==> config.mk <==
export PLATFORM = sky130hd
export DESIGN_NAME = modifier_chord_qualifier_top
export DESIGN_NICKNAME = d
export VERILOG_FILES = /design/src/mcq_pkg.sv /design/src/mcq_step.sv /design/src/modifier_chord_qualifier_top.sv
export SDC_FILE = /design/constraint.sdc
export NUM_CORES = 1
export LEC_CHECK = 0
export ABC_AREA = 1
export BUFFER_PORTS_ARGS = -buffer_cell sky130_fd_sc_hd__buf_2
export CAP_MARGIN = 0
export CORE_MARGIN = 8
export CORE_UTILIZATION = 50
export CTS_CLUSTER_DIAMETER = 80
export DETAILED_ROUTE_END_ITERATION = 10
export PLACE_DENSITY = 0.79
export SYNTH_ARGS = -nofsm -noshare
export SYNTH_HDL_FRONTEND = slang
export SYNTH_SLANG_ARGS = --single-unit
==> constraint.sdc <==
create_clock -name clk -period 2.5 [get_ports clk]
set_input_delay 0.25 -clock clk [delete_from_list [all_inputs] [get_ports clk]]
set_output_delay 0.25 -clock clk [all_outputs]
set_load 0.03 [all_outputs]
==> src/mcq_pkg.sv <==
package mcq_pkg;

    localparam int NUM_BUTTONS_DEF = 16;
    localparam int NUM_ACTIONS_DEF = 15;

    localparam int BTN_W = 16;
    localparam int ACT_W = 15;

    localparam logic [15:0] GRACE_RESET = 16'd64;

    // physical button and semantic action positions
    localparam logic [3:0] BTN_RB            = 4'd6;
    localparam logic [4:0] ACT_CATEGORY_NEXT = 5'd9;

    // scope codes
    localparam logic [1:0] SCOPE_NONE    = 2'd0;
    localparam logic [1:0] SCOPE_INVALID = 2'd3;

    // query codes
    localparam logic [2:0] QUERY_NONE = 3'd0;
    localparam logic [2:0] QUERY_EAST = 3'd2;
    localparam logic [2:0] QUERY_DOWN = 3'd6;

    // configuration register indexes
    localparam logic CFG_SWAP_ACCEPT_BACK = 1'b0;
    localparam logic CFG_GRACE_TICKS      = 1'b1;

    typedef struct packed {
        logic [31:0]      now;
        logic             active;
        logic             capture_all;
        logic [1:0]       scope;
        logic [2:0]       query_action;
        logic [ACT_W-1:0] consumed_mask;
        logic [BTN_W-1:0] down_mask;
        logic [BTN_W-1:0] pressed_mask;
        logic [BTN_W-1:0] released_mask;
    } frame_t;

    typedef struct packed {
        logic             chord_fired;
        logic [BTN_W-1:0] blocked_mask;
        logic             is_armed;
        logic             lock_held;
    } result_t;

    typedef struct packed {
        logic             armed;
        logic [1:0]       armed_in_scope;
        logic [31:0]      grace_deadline;
        logic             grace_valid;
        logic             waiting_release;
        logic             release_seen;
        logic [BTN_W-1:0] lock_buttons;
    } chord_state_t;

    typedef struct packed {
        logic        swap_accept_back;
        logic [15:0] grace_ticks;
    } cfg_t;

endpackage

==> src/mcq_step.sv <==
module mcq_step #(
    parameter int NUM_BUTTONS = mcq_pkg::NUM_BUTTONS_DEF,
    parameter int NUM_ACTIONS = mcq_pkg::NUM_ACTIONS_DEF
) (
    input  mcq_pkg::frame_t       frame,
    input  mcq_pkg::chord_state_t state,
    input  mcq_pkg::cfg_t         cfg,
    output mcq_pkg::chord_state_t state_next,
    output mcq_pkg::result_t      result
);

    localparam int BTN_KEEP = (NUM_BUTTONS < mcq_pkg::BTN_W) ? NUM_BUTTONS : mcq_pkg::BTN_W;
    localparam int ACT_KEEP = (NUM_ACTIONS < mcq_pkg::ACT_W) ? NUM_ACTIONS : mcq_pkg::ACT_W;
    localparam logic [32:0] BTN_MASK_W = (33'd1 << BTN_KEEP) - 33'd1;
    localparam logic [32:0] ACT_MASK_W = (33'd1 << ACT_KEEP) - 33'd1;
    localparam logic [mcq_pkg::BTN_W-1:0] BTN_MASK = BTN_MASK_W[mcq_pkg::BTN_W-1:0];
    localparam logic [mcq_pkg::ACT_W-1:0] ACT_MASK = ACT_MASK_W[mcq_pkg::ACT_W-1:0];

    // actions past the configured count always read as consumed
    function automatic logic act_consumed(input logic [mcq_pkg::ACT_W-1:0] mask,
                                          input logic [4:0] idx);
        logic hit;
        hit = 1'b0;
        if (32'(idx) >= NUM_ACTIONS) begin
            hit = 1'b1;
        end else if (32'(idx) < mcq_pkg::ACT_W) begin
            hit = mask[idx[3:0]];
        end
        return hit;
    endfunction

    mcq_pkg::chord_state_t s;
    logic [mcq_pkg::ACT_W-1:0] consumed;
    logic [mcq_pkg::BTN_W-1:0] down;
    logic [mcq_pkg::BTN_W-1:0] pressed;
    logic [mcq_pkg::BTN_W-1:0] released;
    logic [1:0]  scope_eff;
    logic [31:0] deadline_diff;
    logic        reached_old;
    logic        reached;
    logic [2:0]  act;
    logic [3:0]  btn;
    logic        avail;
    logic        blocked;
    logic        fired;

    assign deadline_diff = frame.now - state.grace_deadline;
    assign reached_old   = ~deadline_diff[31];

    always_comb
    begin
        s         = state;
        consumed  = frame.consumed_mask & ACT_MASK;
        down      = frame.down_mask & BTN_MASK;
        pressed   = frame.pressed_mask & BTN_MASK;
        released  = frame.released_mask & BTN_MASK;
        reached   = reached_old;
        fired     = 1'b0;
        act       = frame.query_action - 3'd1;
        btn       = {1'b0, act};
        avail     = 1'b0;
        blocked   = 1'b0;

        // release tracking
        if (!frame.active)
        begin
            s.armed       = 1'b0;
            s.grace_valid = 1'b0;
        end
        if (s.waiting_release)
        begin
            if (s.release_seen)
            begin
                s.waiting_release = 1'b0;
                s.armed           = 1'b0;
                s.armed_in_scope  = mcq_pkg::SCOPE_NONE;
                s.grace_valid     = 1'b0;
                s.lock_buttons    = '0;
                s.release_seen    = 1'b0;
            end else if ((s.lock_buttons & down) == '0)
            begin
                s.release_seen = 1'b1;
            end
        end

        // scope declaration
        if (!frame.active || frame.scope == mcq_pkg::SCOPE_INVALID)
        begin
            scope_eff = mcq_pkg::SCOPE_NONE;
        end else
        begin
            scope_eff = frame.scope;
        end
        if (!s.waiting_release)
        begin
            if (scope_eff == mcq_pkg::SCOPE_NONE)
            begin
                s.armed          = 1'b0;
                s.armed_in_scope = mcq_pkg::SCOPE_NONE;
                s.grace_valid    = 1'b0;
            end else if (pressed[mcq_pkg::BTN_RB])
            begin
                s.armed          = 1'b1;
                s.armed_in_scope = scope_eff;
                s.grace_valid    = 1'b0;
            end else if (s.armed && s.armed_in_scope == scope_eff)
            begin
                if (down[mcq_pkg::BTN_RB])
                begin
                    s.grace_valid = 1'b0;
                end else
                begin
                    if (released[mcq_pkg::BTN_RB] && !s.grace_valid)
                    begin
                        s.grace_deadline = frame.now + {16'd0, cfg.grace_ticks};
                        s.grace_valid    = 1'b1;
                        // a fresh deadline is already reached only for a zero window
                        reached          = (cfg.grace_ticks == 16'd0);
                    end
                    if (s.grace_valid && reached)
                    begin
                        s.armed          = 1'b0;
                        s.armed_in_scope = mcq_pkg::SCOPE_NONE;
                        s.grace_valid    = 1'b0;
                    end
                end
            end
        end

        // capture
        if (frame.capture_all)
        begin
            consumed      = ACT_MASK;
            s.armed       = 1'b0;
            s.grace_valid = 1'b0;
        end

        // query
        if (frame.query_action != mcq_pkg::QUERY_NONE && frame.query_action <= mcq_pkg::QUERY_DOWN
            && s.armed && !s.waiting_release && scope_eff != mcq_pkg::SCOPE_NONE
            && scope_eff == s.armed_in_scope)
        begin
            avail   = down[mcq_pkg::BTN_RB] || (s.grace_valid && !reached);
            blocked = act_consumed(consumed, mcq_pkg::ACT_CATEGORY_NEXT)
                      || act_consumed(consumed, {2'b00, act})
                      || (frame.query_action <= mcq_pkg::QUERY_EAST && cfg.swap_accept_back
                          && act_consumed(consumed, {2'b00, act ^ 3'd1}));
            if (avail && !blocked && pressed[btn])
            begin
                s.lock_buttons    = ((mcq_pkg::BTN_W'(1) << mcq_pkg::BTN_RB)
                                     | (mcq_pkg::BTN_W'(1) << btn)) & BTN_MASK;
                s.waiting_release = 1'b1;
                s.armed           = 1'b0;
                s.grace_valid     = 1'b0;
                s.release_seen    = 1'b0;
                fired             = 1'b1;
            end
        end
    end

    assign state_next          = s;
    assign result.chord_fired  = fired;
    assign result.blocked_mask = s.waiting_release ? s.lock_buttons : '0;
    assign result.is_armed     = s.armed;
    assign result.lock_held    = s.waiting_release;

endmodule

==> src/modifier_chord_qualifier_top.sv <==
// the result is registered and is valid after the edge that accepts its frame
// throughput: one frame per cycle; the chord state and the result register update together
// at the accepting edge, and a frame is taken whenever the result register is empty or
// its transaction completes in the same cycle
// reset (rst_n low, asynchronous): chord state cleared, no result pending,
// swap_accept_back 0 and grace_ticks 64
module modifier_chord_qualifier_top #(
    parameter int NUM_BUTTONS = mcq_pkg::NUM_BUTTONS_DEF,
    parameter int NUM_ACTIONS = mcq_pkg::NUM_ACTIONS_DEF
) (
    input  logic             clk,
    input  logic             rst_n,
    input  logic             frame_valid,
    output logic             frame_ready,
    input  mcq_pkg::frame_t  frame,
    output logic             result_valid,
    input  logic             result_ready,
    output mcq_pkg::result_t result,
    input  logic             cfg_we,
    input  logic             cfg_index,
    input  logic [15:0]      cfg_data
);

    mcq_pkg::chord_state_t state_reg;
    mcq_pkg::chord_state_t state_next;
    mcq_pkg::cfg_t         cfg_reg;
    mcq_pkg::result_t      result_reg;
    mcq_pkg::result_t      result_next;
    logic                  result_valid_reg;
    logic                  frame_take;

    assign frame_ready = !result_valid_reg || result_ready;
    assign frame_take  = frame_valid && frame_ready;

    mcq_step #(
        .NUM_BUTTONS(NUM_BUTTONS),
        .NUM_ACTIONS(NUM_ACTIONS)
    ) u_step (
        .frame     (frame),
        .state     (state_reg),
        .cfg       (cfg_reg),
        .state_next(state_next),
        .result    (result_next)
    );

    always_ff @(posedge clk or negedge rst_n)
    begin
        if (!rst_n)
        begin
            cfg_reg.swap_accept_back <= 1'b0;
            cfg_reg.grace_ticks      <= mcq_pkg::GRACE_RESET;
        end else if (cfg_we)
        begin
            case (cfg_index)
                mcq_pkg::CFG_SWAP_ACCEPT_BACK: cfg_reg.swap_accept_back <= cfg_data[0];
                mcq_pkg::CFG_GRACE_TICKS:      cfg_reg.grace_ticks      <= cfg_data;
                default:                       cfg_reg                  <= cfg_reg;
            endcase
        end
    end

    always_ff @(posedge clk or negedge rst_n)
    begin
        if (!rst_n)
        begin
            state_reg        <= '0;
            result_valid_reg <= 1'b0;
        end else
        begin
            if (frame_take)
            begin
                state_reg <= state_next;
            end
            if (frame_take)
            begin
                result_valid_reg <= 1'b1;
            end else if (result_ready)
            begin
                result_valid_reg <= 1'b0;
            end
        end
    end

    always_ff @(posedge clk)
    begin
        if (frame_take)
        begin
            result_reg <= result_next;
        end
    end

    assign result_valid = result_valid_reg;
    assign result       = result_reg;

    // the lock always covers the modifier, so a held lock never shows an empty mask
    a_lock_mask: assert property (@(posedge clk) disable iff (!rst_n)
        result_valid |-> (result.lock_held == (result.blocked_mask != '0)))
        else $error("lock_held and blocked_mask disagree");

    a_armed_not_locked: assert property (@(posedge clk) disable iff (!rst_n)
        !(state_reg.armed && state_reg.waiting_release))
        else $error("armed while waiting for release");

    a_grace_needs_arm: assert property (@(posedge clk) disable iff (!rst_n)
        state_reg.grace_valid |-> state_reg.armed)
        else $error("grace window open while disarmed");

    a_fire_locks: assert property (@(posedge clk) disable iff (!rst_n)
        frame_take && result_next.chord_fired |=> state_reg.waiting_release && !state_reg.armed
                                                  && state_reg.lock_buttons[mcq_pkg::BTN_RB])
        else $error("fired transaction did not take the lock");

endmodule
# == Word-level counts from Yosys, hierarchy flattened ==
# Index checks and enable logic that the tools add are counted.
# word_totals
register_bits,91
in_bits,124
output_inout_bits,21
word_cells,126
# op_classes
addsub,3
magnitude_cmp,4
n_eq_ne,4
shift,1
muxes,58
bitwise,8
reduce_logical,34
# ops
op,count
2-to-1 mux 33 bit,6
2-to-1 mux 36 bit,2
2-to-1 mux 32 bit,2
2-to-1 mux 19 bit,3
2-to-1 mux 35 bit,1
adder 32 x 16 -> 32 bit,1
zero test 16 bit,2
2-to-1 mux 1 bit,32
subtractor 32 bit,1
AND 16 bit,1
2-to-1 mux 16 bit,1
"<< shifter 1 x 3 -> 16 bit, first input constant",1
2-to-1 mux 3 bit,5
logical AND 1 bit,14
"less-than comparator 3 x 5 -> 1 bit, second input constant",2
2-to-1 mux 10 bit,1
binary-select mux 1 bit (select 3 bit),3
NOT 1 bit,7
AND reduction 7 bit,1
zero test 1 bit,6
"!= test 6 x 5 -> 1 bit, second input constant",1
logical OR 1 bit,5
equality test 2 bit,2
2-to-1 mux 2 bit,2
other kinds (8),10

# == Longest topological paths before layout ==
# logic_depth
word_depth,33
depth_mapped,28
mapped_depth_nobuf,28

# == By module ==
# A second synthesis with hierarchy kept.
# unflattened
cells_unflattened,1000
hier_area_um2,7051.8
# by_module_without_submodules
mod,n_inst,cells_per_inst,area_each_um2,seq_area_each_um2
mcq_step,1,666,3592.2,0.0
modifier_chord_qualifier_top,1,334,3459.6,2373.5

# == Worst setup path before layout ==
# No wires, ideal clock.
# synth_timing
kind,input port to flip-flop
startpoint,input frame[63] (netlist bit)
endpoint,register state_reg[53] (netlist bit)
setup_ps,119
arrival_ps,2623
t_required_ps,2381
path_slack_ps,-242
stages,15
path_buffers,4
cell_sequence,buf_2 inv_1 buf_2 ha_1 buf_2 inv_2 nand3_1 a21oi_1 or4_4 nor3_4 nand2_4 nand3b_4 buf_6 nand3_1 nand2_1
# synth_via
elab_chain_len,12
word_cells_on_any_way,27
cone_classes,add/sub (1); order compare (2); mux (10); bitwise (1); reduce/logical (13)
# synth_lines
item,line,source
"start, declared",modifier_chord_qualifier_top.sv:15,"input mcq_pkg::frame_t frame,"
subtractor 3 x 1 -> 3 bit,mcq_step.sv:59,act = frame.query_action - 3'd1;
NOT 1 bit (no source line),n/a,
binary-select mux 1 bit (select 3 bit),mcq_step.sv:27,hit = mask[idx[3:0]];
2-to-1 mux 1 bit (not written as such),mcq_step.sv:27,
2-to-1 mux 1 bit,mcq_step.sv:139,if (frame.query_action != mcq_pkg::QUERY_NONE && frame.query_action <= mcq_pkg::QUERY_DOWN
logical AND 1 bit,mcq_step.sv:147,"&& act_consumed(consumed, {2'b00, act ^ 3'd1}));"
logical OR 1 bit,mcq_step.sv:146,|| (frame.query_action <= mcq_pkg::QUERY_EAST && cfg.swap_accept_back
zero test 1 bit,mcq_step.sv:148,if (avail && !blocked && pressed[btn])
logical AND 1 bit (2 in a row),mcq_step.sv:148,
2-to-1 mux 1 bit,mcq_step.sv:148,
2-to-1 mux 1 bit (*),mcq_step.sv:139,
"end signal, assigned",modifier_chord_qualifier_top.sv:72,state_reg <= state_next;
"end, declared",modifier_chord_qualifier_top.sv:24,mcq_pkg::chord_state_t state_reg;
# Every way passes the cells marked *; elsewhere a longest branch is shown, timed or not. The select of a mux whose other input is x is not followed.
# A chain may end at the register's enable or synchronous reset.

# == Worst setup path after layout ==
# layout_timing
startpoint,register state_reg[35] (netlist bit)
endpoint,register state_reg[6] (netlist bit)
# layout_via
elab_chain_len,22
word_cells_on_any_way,38
cone_classes,add/sub (1); eq/ne (1); mux (25); bitwise (1); reduce/logical (10)
# layout_lines
item,line,source
subtractor 32 bit (*),mcq_step.sv:47,assign deadline_diff = frame.now - state.grace_deadline;
NOT 1 bit (*),mcq_step.sv:48,assign reached_old = ~deadline_diff[31];
2-to-1 mux 1 bit,mcq_step.sv:113,if (released[mcq_pkg::BTN_RB] && !s.grace_valid)
2-to-1 mux 1 bit,mcq_step.sv:108,if (down[mcq_pkg::BTN_RB])
2-to-1 mux 1 bit,mcq_step.sv:106,end else if (s.armed && s.armed_in_scope == scope_eff)
2-to-1 mux 1 bit,mcq_step.sv:101,end else if (pressed[mcq_pkg::BTN_RB])
2-to-1 mux 1 bit,mcq_step.sv:96,if (scope_eff == mcq_pkg::SCOPE_NONE)
2-to-1 mux 1 bit,mcq_step.sv:94,if (!s.waiting_release)
[5 not listed],n/a,
2-to-1 mux 1 bit,mcq_step.sv:96,
2-to-1 mux 36 bit,mcq_step.sv:94,
2-to-1 mux 1 bit,mcq_step.sv:131,if (frame.capture_all)
logical AND 1 bit,mcq_step.sv:143,avail = down[mcq_pkg::BTN_RB] || (s.grace_valid && !reached);
logical OR 1 bit,mcq_step.sv:143,
logical AND 1 bit (2 in a row),mcq_step.sv:148,
2-to-1 mux 19 bit,mcq_step.sv:148,
2-to-1 mux 19 bit (*),mcq_step.sv:139,
# Marked as above.

==> flow_summary.html <==
<table>
<tr><th>Metric</th><th>Value</th></tr>
<tr><th colspan="2">Global routing</th></tr>
<tr><td>Number of global-route vias before repair</td><td>6712</td></tr>
<tr><td>Gr ovfl total</td><td>0</td></tr>
<tr><td>First-pass GRT wire length</td><td>30.73 mm</td></tr>
<tr><td>Global router's overall resource usage</td><td>0.2257</td></tr>
<tr><td>Largest net degree at the start of global routing</td><td>73</td></tr>
<tr><td>Initial antenna violation count</td><td>1</td></tr>
<tr><th colspan="2">Finish</th></tr>
<tr><td>Layout Nets</td><td>1301</td></tr>
<tr><td>Antenna diodes</td><td>0</td></tr>
<tr><td>Layout fillers</td><td>956</td></tr>
<tr><td>Max reg flops</td><td>54</td></tr>
<tr><td>Area added between synthesis and finish</td><td>41.71%</td></tr>
<tr><td>Commonest cells after routing, fill and taps aside</td><td>222 x sky130_fd_sc_hd__nand2_1, 120 x sky130_fd_sc_hd__inv_1, 114 x sky130_fd_sc_hd__buf_2</td></tr>
<tr><td>Most common cell after layout, fill and taps aside</td><td>sky130_fd_sc_hd__nand2_1</td></tr>
<tr><td>Final design utilization</td><td>0.7151</td></tr>
<tr><td>Fraction of layout instances using a drive strength above 1</td><td>0.3867</td></tr>
<tr><td>Layout Cell Area excl Fill</td><td>9356 µm²</td></tr>
<tr><th colspan="2">Setup path</th></tr>
<tr><td>Worst setup path category</td><td>reg2reg</td></tr>
<tr><td>Data arrival time of the worst path</td><td>3.23 ns</td></tr>
<tr><td>Startpoint type of the worst setup path</td><td>register</td></tr>
<tr><td>Crit. End Element</td><td>register</td></tr>
<tr><td>Data required, critical path</td><td>2.80 ns</td></tr>
<tr><td>Worst Path Max Fanout</td><td>6</td></tr>
<tr><th colspan="2">Clock tree</th></tr>
<tr><td>CTS clock-pin slew for the worst setup and hold paths</td><td>0.07 ns</td></tr>
<tr><td>Clock buffer depth</td><td>2</td></tr>
<tr><td>Count of clock tree sinks</td><td>91</td></tr>
<tr><td>Root Buffer Master</td><td>sky130_fd_sc_hd__clkbuf_16</td></tr>
<tr><td>CTS tree</td><td>built</td></tr>
<tr><td>Level count of the clock H-tree</td><td>3</td></tr>
<tr><td>Cts bufs inserted</td><td>9</td></tr>
<tr><td>Clock latency at the later pin of the worst-skew pair</td><td>0.36 ns</td></tr>
<tr><th colspan="2">Detailed routing</th></tr>
<tr><td>Count of TritonRoute iterations in the first routing pass</td><td>6</td></tr>
<tr><td>Vias post-DR</td><td>6914</td></tr>
<tr><td>Uppermost metal layer occupied by signal nets</td><td>met5</td></tr>
<tr><td>Detailed-route vias per instance</td><td>5.294</td></tr>
<tr><td>Wirelength, routed</td><td>20.15 mm</td></tr>
<tr><td>Met3 WL</td><td>925 µm</td></tr>
<tr><td>Number of violations reported at the end of detailed-routing iteration 0</td><td>438</td></tr>
<tr><td>Routed wl met2</td><td>10.31 mm</td></tr>
<tr><td>WL/cell</td><td>15.43 µm</td></tr>
<tr><td>Remaining routing DRC violations</td><td>0</td></tr>
<tr><td>Antenna Nets Post-Route</td><td>0</td></tr>
<tr><td>Metal-1 WL</td><td>8.215 mm</td></tr>
<tr><th colspan="2">Timing</th></tr>
<tr><td>Final clock period utilization by the worst path</td><td>1.173</td></tr>
<tr><td>Relative slew margins</td><td>0.3524</td></tr>
<tr><td>Final number of hold-violating endpoints</td><td>0</td></tr>
<tr><td>Post-layout min period</td><td>2.933 ns</td></tr>
<tr><td>Top achievable clock speed</td><td>340.9 MHz</td></tr>
<tr><td>Worst Clk Skew</td><td>0.007596 ns</td></tr>
<tr><td>Worst-Margin Slew</td><td>0.9714 ns</td></tr>
<tr><td>Smallest setup slack after layout</td><td>-0.4334 ns</td></tr>
<tr><td>Count of pins over their slew limit</td><td>0</td></tr>
<tr><td>Final count of negative-setup-slack endpoints</td><td>35</td></tr>
<tr><td>Setup repair after global routing missed its margin</td><td>yes</td></tr>
<tr><td>Hold slack final</td><td>0.004599 ns</td></tr>
<tr><th colspan="2">Logic synthesis</th></tr>
<tr><td>Flop and latch count out of synthesis</td><td>91</td></tr>
<tr><td>Synthesis warning total</td><td>0</td></tr>
<tr><td>Distinct cell type count after synthesis</td><td>52</td></tr>
<tr><td>Summed instance area of the synthesized netlist</td><td>6603 µm²</td></tr>
<tr><td>Sequential element share of the synthesized area</td><td>0.3595</td></tr>
<tr><td>Average cell area after synthesis</td><td>7.385 µm²</td></tr>
<tr><td>Post-Syn Nets</td><td>1070</td></tr>
<tr><td>Number of standard cells after synthesis</td><td>894</td></tr>
<tr><th colspan="2">Min path</th></tr>
<tr><td>Type of the most critical hold path</td><td>in2async</td></tr>
<tr><th colspan="2">Floorplanning</th></tr>
<tr><td>Rows</td><td>42</td></tr>
<tr><td>Floorplan core area</td><td>13090 µm²</td></tr>
<tr><td>Floorplan die height</td><td>130.9 µm</td></tr>
<tr><td>Full die area</td><td>17140 µm²</td></tr>
<tr><td>Initial core utilization</td><td>0.5046</td></tr>
<tr><td>Ports placed on the boundary</td><td>145</td></tr>
<tr><td>Die span in x</td><td>130.9 µm</td></tr>
<tr><th colspan="2">Outcome</th></tr>
<tr><td>Outcome</td><td>finished with violations</td></tr>
<tr><td>Violations in the final reports</td><td>negative setup slack</td></tr>
<tr><th colspan="2">Power</th></tr>
<tr><td>Power Density</td><td>496.8 nW/µm²</td></tr>
<tr><td>Leakage power figure</td><td>4.850 nW</td></tr>
<tr><td>Worst-case vdd ir drop</td><td>0.0002883 V</td></tr>
<tr><th colspan="2">Run</th></tr>
<tr><td>Max Cap Viol</td><td>0</td></tr>
<tr><th colspan="2">Placed design</th></tr>
<tr><td>Half-perimeter wire length after placement</td><td>13.26 mm</td></tr>
<tr><td>Weighted congestion reported at the end of routability-driven placement</td><td>0.8794</td></tr>
<tr><td>Port Buffer Count</td><td>115</td></tr>
<tr><td>Area after detailed placement</td><td>8117 µm²</td></tr>
<tr><td>Post-placement setup slack</td><td>-0.4463 ns</td></tr>
</table>
==> cell type report <==
| type | count | area, µm² | share of cell area |
|---|---|---|---|
| inverters | 142 | 543.0 | 0.05804 |
| flip-flops and latches | 91 | 2375 | 0.2538 |
| multi-input cells | 646 | 4382 | 0.4683 |
| clock buffers | 9 | 225.2 | 0.02407 |
| repair buffers | 235 | 1543 | 0.1649 |
| well taps | 176 | 220.2 | 0.02354 |
| clock inverters | 7 | 68.82 | 0.007355 |
==> critical path: stages (launching register included) <==
cell and delay (ns):
sky130_fd_sc_hd__dfrtp_1 0.40, sky130_fd_sc_hd__inv_1 0.14, sky130_fd_sc_hd__ha_4 0.22, sky130_fd_sc_hd__nand2_1 0.06, sky130_fd_sc_hd__nand2_1 0.05, sky130_fd_sc_hd__nand2_1 0.05, sky130_fd_sc_hd__nand2_1 0.04, sky130_fd_sc_hd__nand2_1 0.05
sky130_fd_sc_hd__nand2_1 0.08, sky130_fd_sc_hd__a21oi_4 0.18, sky130_fd_sc_hd__nand2_2 0.07, sky130_fd_sc_hd__nand2_2 0.08, sky130_fd_sc_hd__nand3_2 0.09, sky130_fd_sc_hd__nand2_2 0.08, sky130_fd_sc_hd__nand2_2 0.07, sky130_fd_sc_hd__nand2_1 0.06
sky130_fd_sc_hd__nand2_1 0.06, sky130_fd_sc_hd__nand2_2 0.11, sky130_fd_sc_hd__nand2_2 0.08, sky130_fd_sc_hd__nand2_2 0.07, sky130_fd_sc_hd__nand2_2 0.07, sky130_fd_sc_hd__nor2_4 0.17, sky130_fd_sc_hd__nand3b_4 0.21, sky130_fd_sc_hd__buf_12 0.21
sky130_fd_sc_hd__nand2_2 0.04, sky130_fd_sc_hd__nand2_1 0.04, sky130_fd_sc_hd__nand2_1 0.08
==> repair_timing <==
item	4_1_cts	5_1_grt
endpoints found under the setup margin	49	51
pin swaps	31	65
resized for setup	73	103
hold buffers	0	0
cloned	1	1
setup buffers	17	14
==> where the power goes <==
group / internal, mW / switching, mW / leakage (nW)
registers: 1.61 / 0.0649 / 1.07
logic: 0.717 / 0.874 / 3.65
clock network: 0.770 / 0.617 / 0.131
==> final timing paths <==
check                                      to  cells past startpoint     startpoint  slack (ns)
max in group asynchronous       state_reg[10]                      1          rst_n        1.82
min in group clk                  cfg_reg[16]                      2         cfg_we        0.09
worst max-delay path             state_reg[6]                     26  state_reg[35]       -0.43
worst min register to register  state_reg[53]                      2  state_reg[53]        0.48
worst min-delay path            state_reg[19]                      1          rst_n       0.005
worst max register to register   state_reg[6]                     26  state_reg[35]       -0.43
==> synth_stat cells, drive strengths merged <==
library cell,count,area share
dfstp,1,0.0040
and2b,1,0.0011
ha,51,0.097
fa,1,0.0030
nor4,7,0.0066
nand4,6,0.0057
dfrtp,71,0.27
clkbuf,8,0.0045
o21a,2,0.0023
a32o,1,0.0015
a2111oi,1,0.0013
o21bai,3,0.0034
buf,8,0.0070
nand2b,1,0.00095
mux2i,9,0.014
a22o,1,0.0013
nor2,63,0.037
nand3b,2,0.0042
a211oi,2,0.0023
o221ai,1,0.0013
xor2,15,0.020
o211ai,5,0.0057
or2,3,0.0028
a21oi,48,0.036
mux2,15,0.026
a221oi,2,0.0027
o21ai,40,0.030
nand2,283,0.16
edfxtp,19,0.086
inv,140,0.080
or3,1,0.00095
nand3,50,0.040
or4,1,0.0017
and2,1,0.00095
clkinv,2,0.0011
nor3b,1,0.0019
a31oi,5,0.0047
xnor2,10,0.014
a21o,2,0.0023
nor3,11,0.011
==> metrics by stage <==
stage	TNS (ns)	std cells	total power, mW
5_1_grt	-19.85	1306	4.858
3_5_place_dp	-12.48	1263	2.901
4_1_cts	-5.733	1296	4.412
3_3_place_gp	-9.195	1263	2.870
2_1_floorplan	-1.176	894	2.395
6_report	-11.07	1306	4.649
==> cells by family (layout without fill, tap and decap cells) <==
kind of cell | count (synthesis) | count (layout) | synth area share
and+or+nand+nor | 431 | 432 | 0.2795
AOI/OAI and AO/OA | 113 | 113 | 0.09551
xor gates and xnor gates | 25 | 25 | 0.03430
DFF | 91 | 91 | 0.3595
muxes | 24 | 24 | 0.03923
adders and majority gates | 52 | 52 | 0.09968
buffers and inverters | 158 | 393 | 0.09229
==> per-layer routing <==
| metal | vias up | track usage |
|---|---|---|
| li1 | 3341 | - |
| met1 | 3284 | 0.2688 |
| met2 | 223 | 0.3986 |
| met3 | 64 | 0.02841 |
| met4 | 2 | 0.1020 |
| met5 | - | 0 |
(Power assumes the default switching activity.)
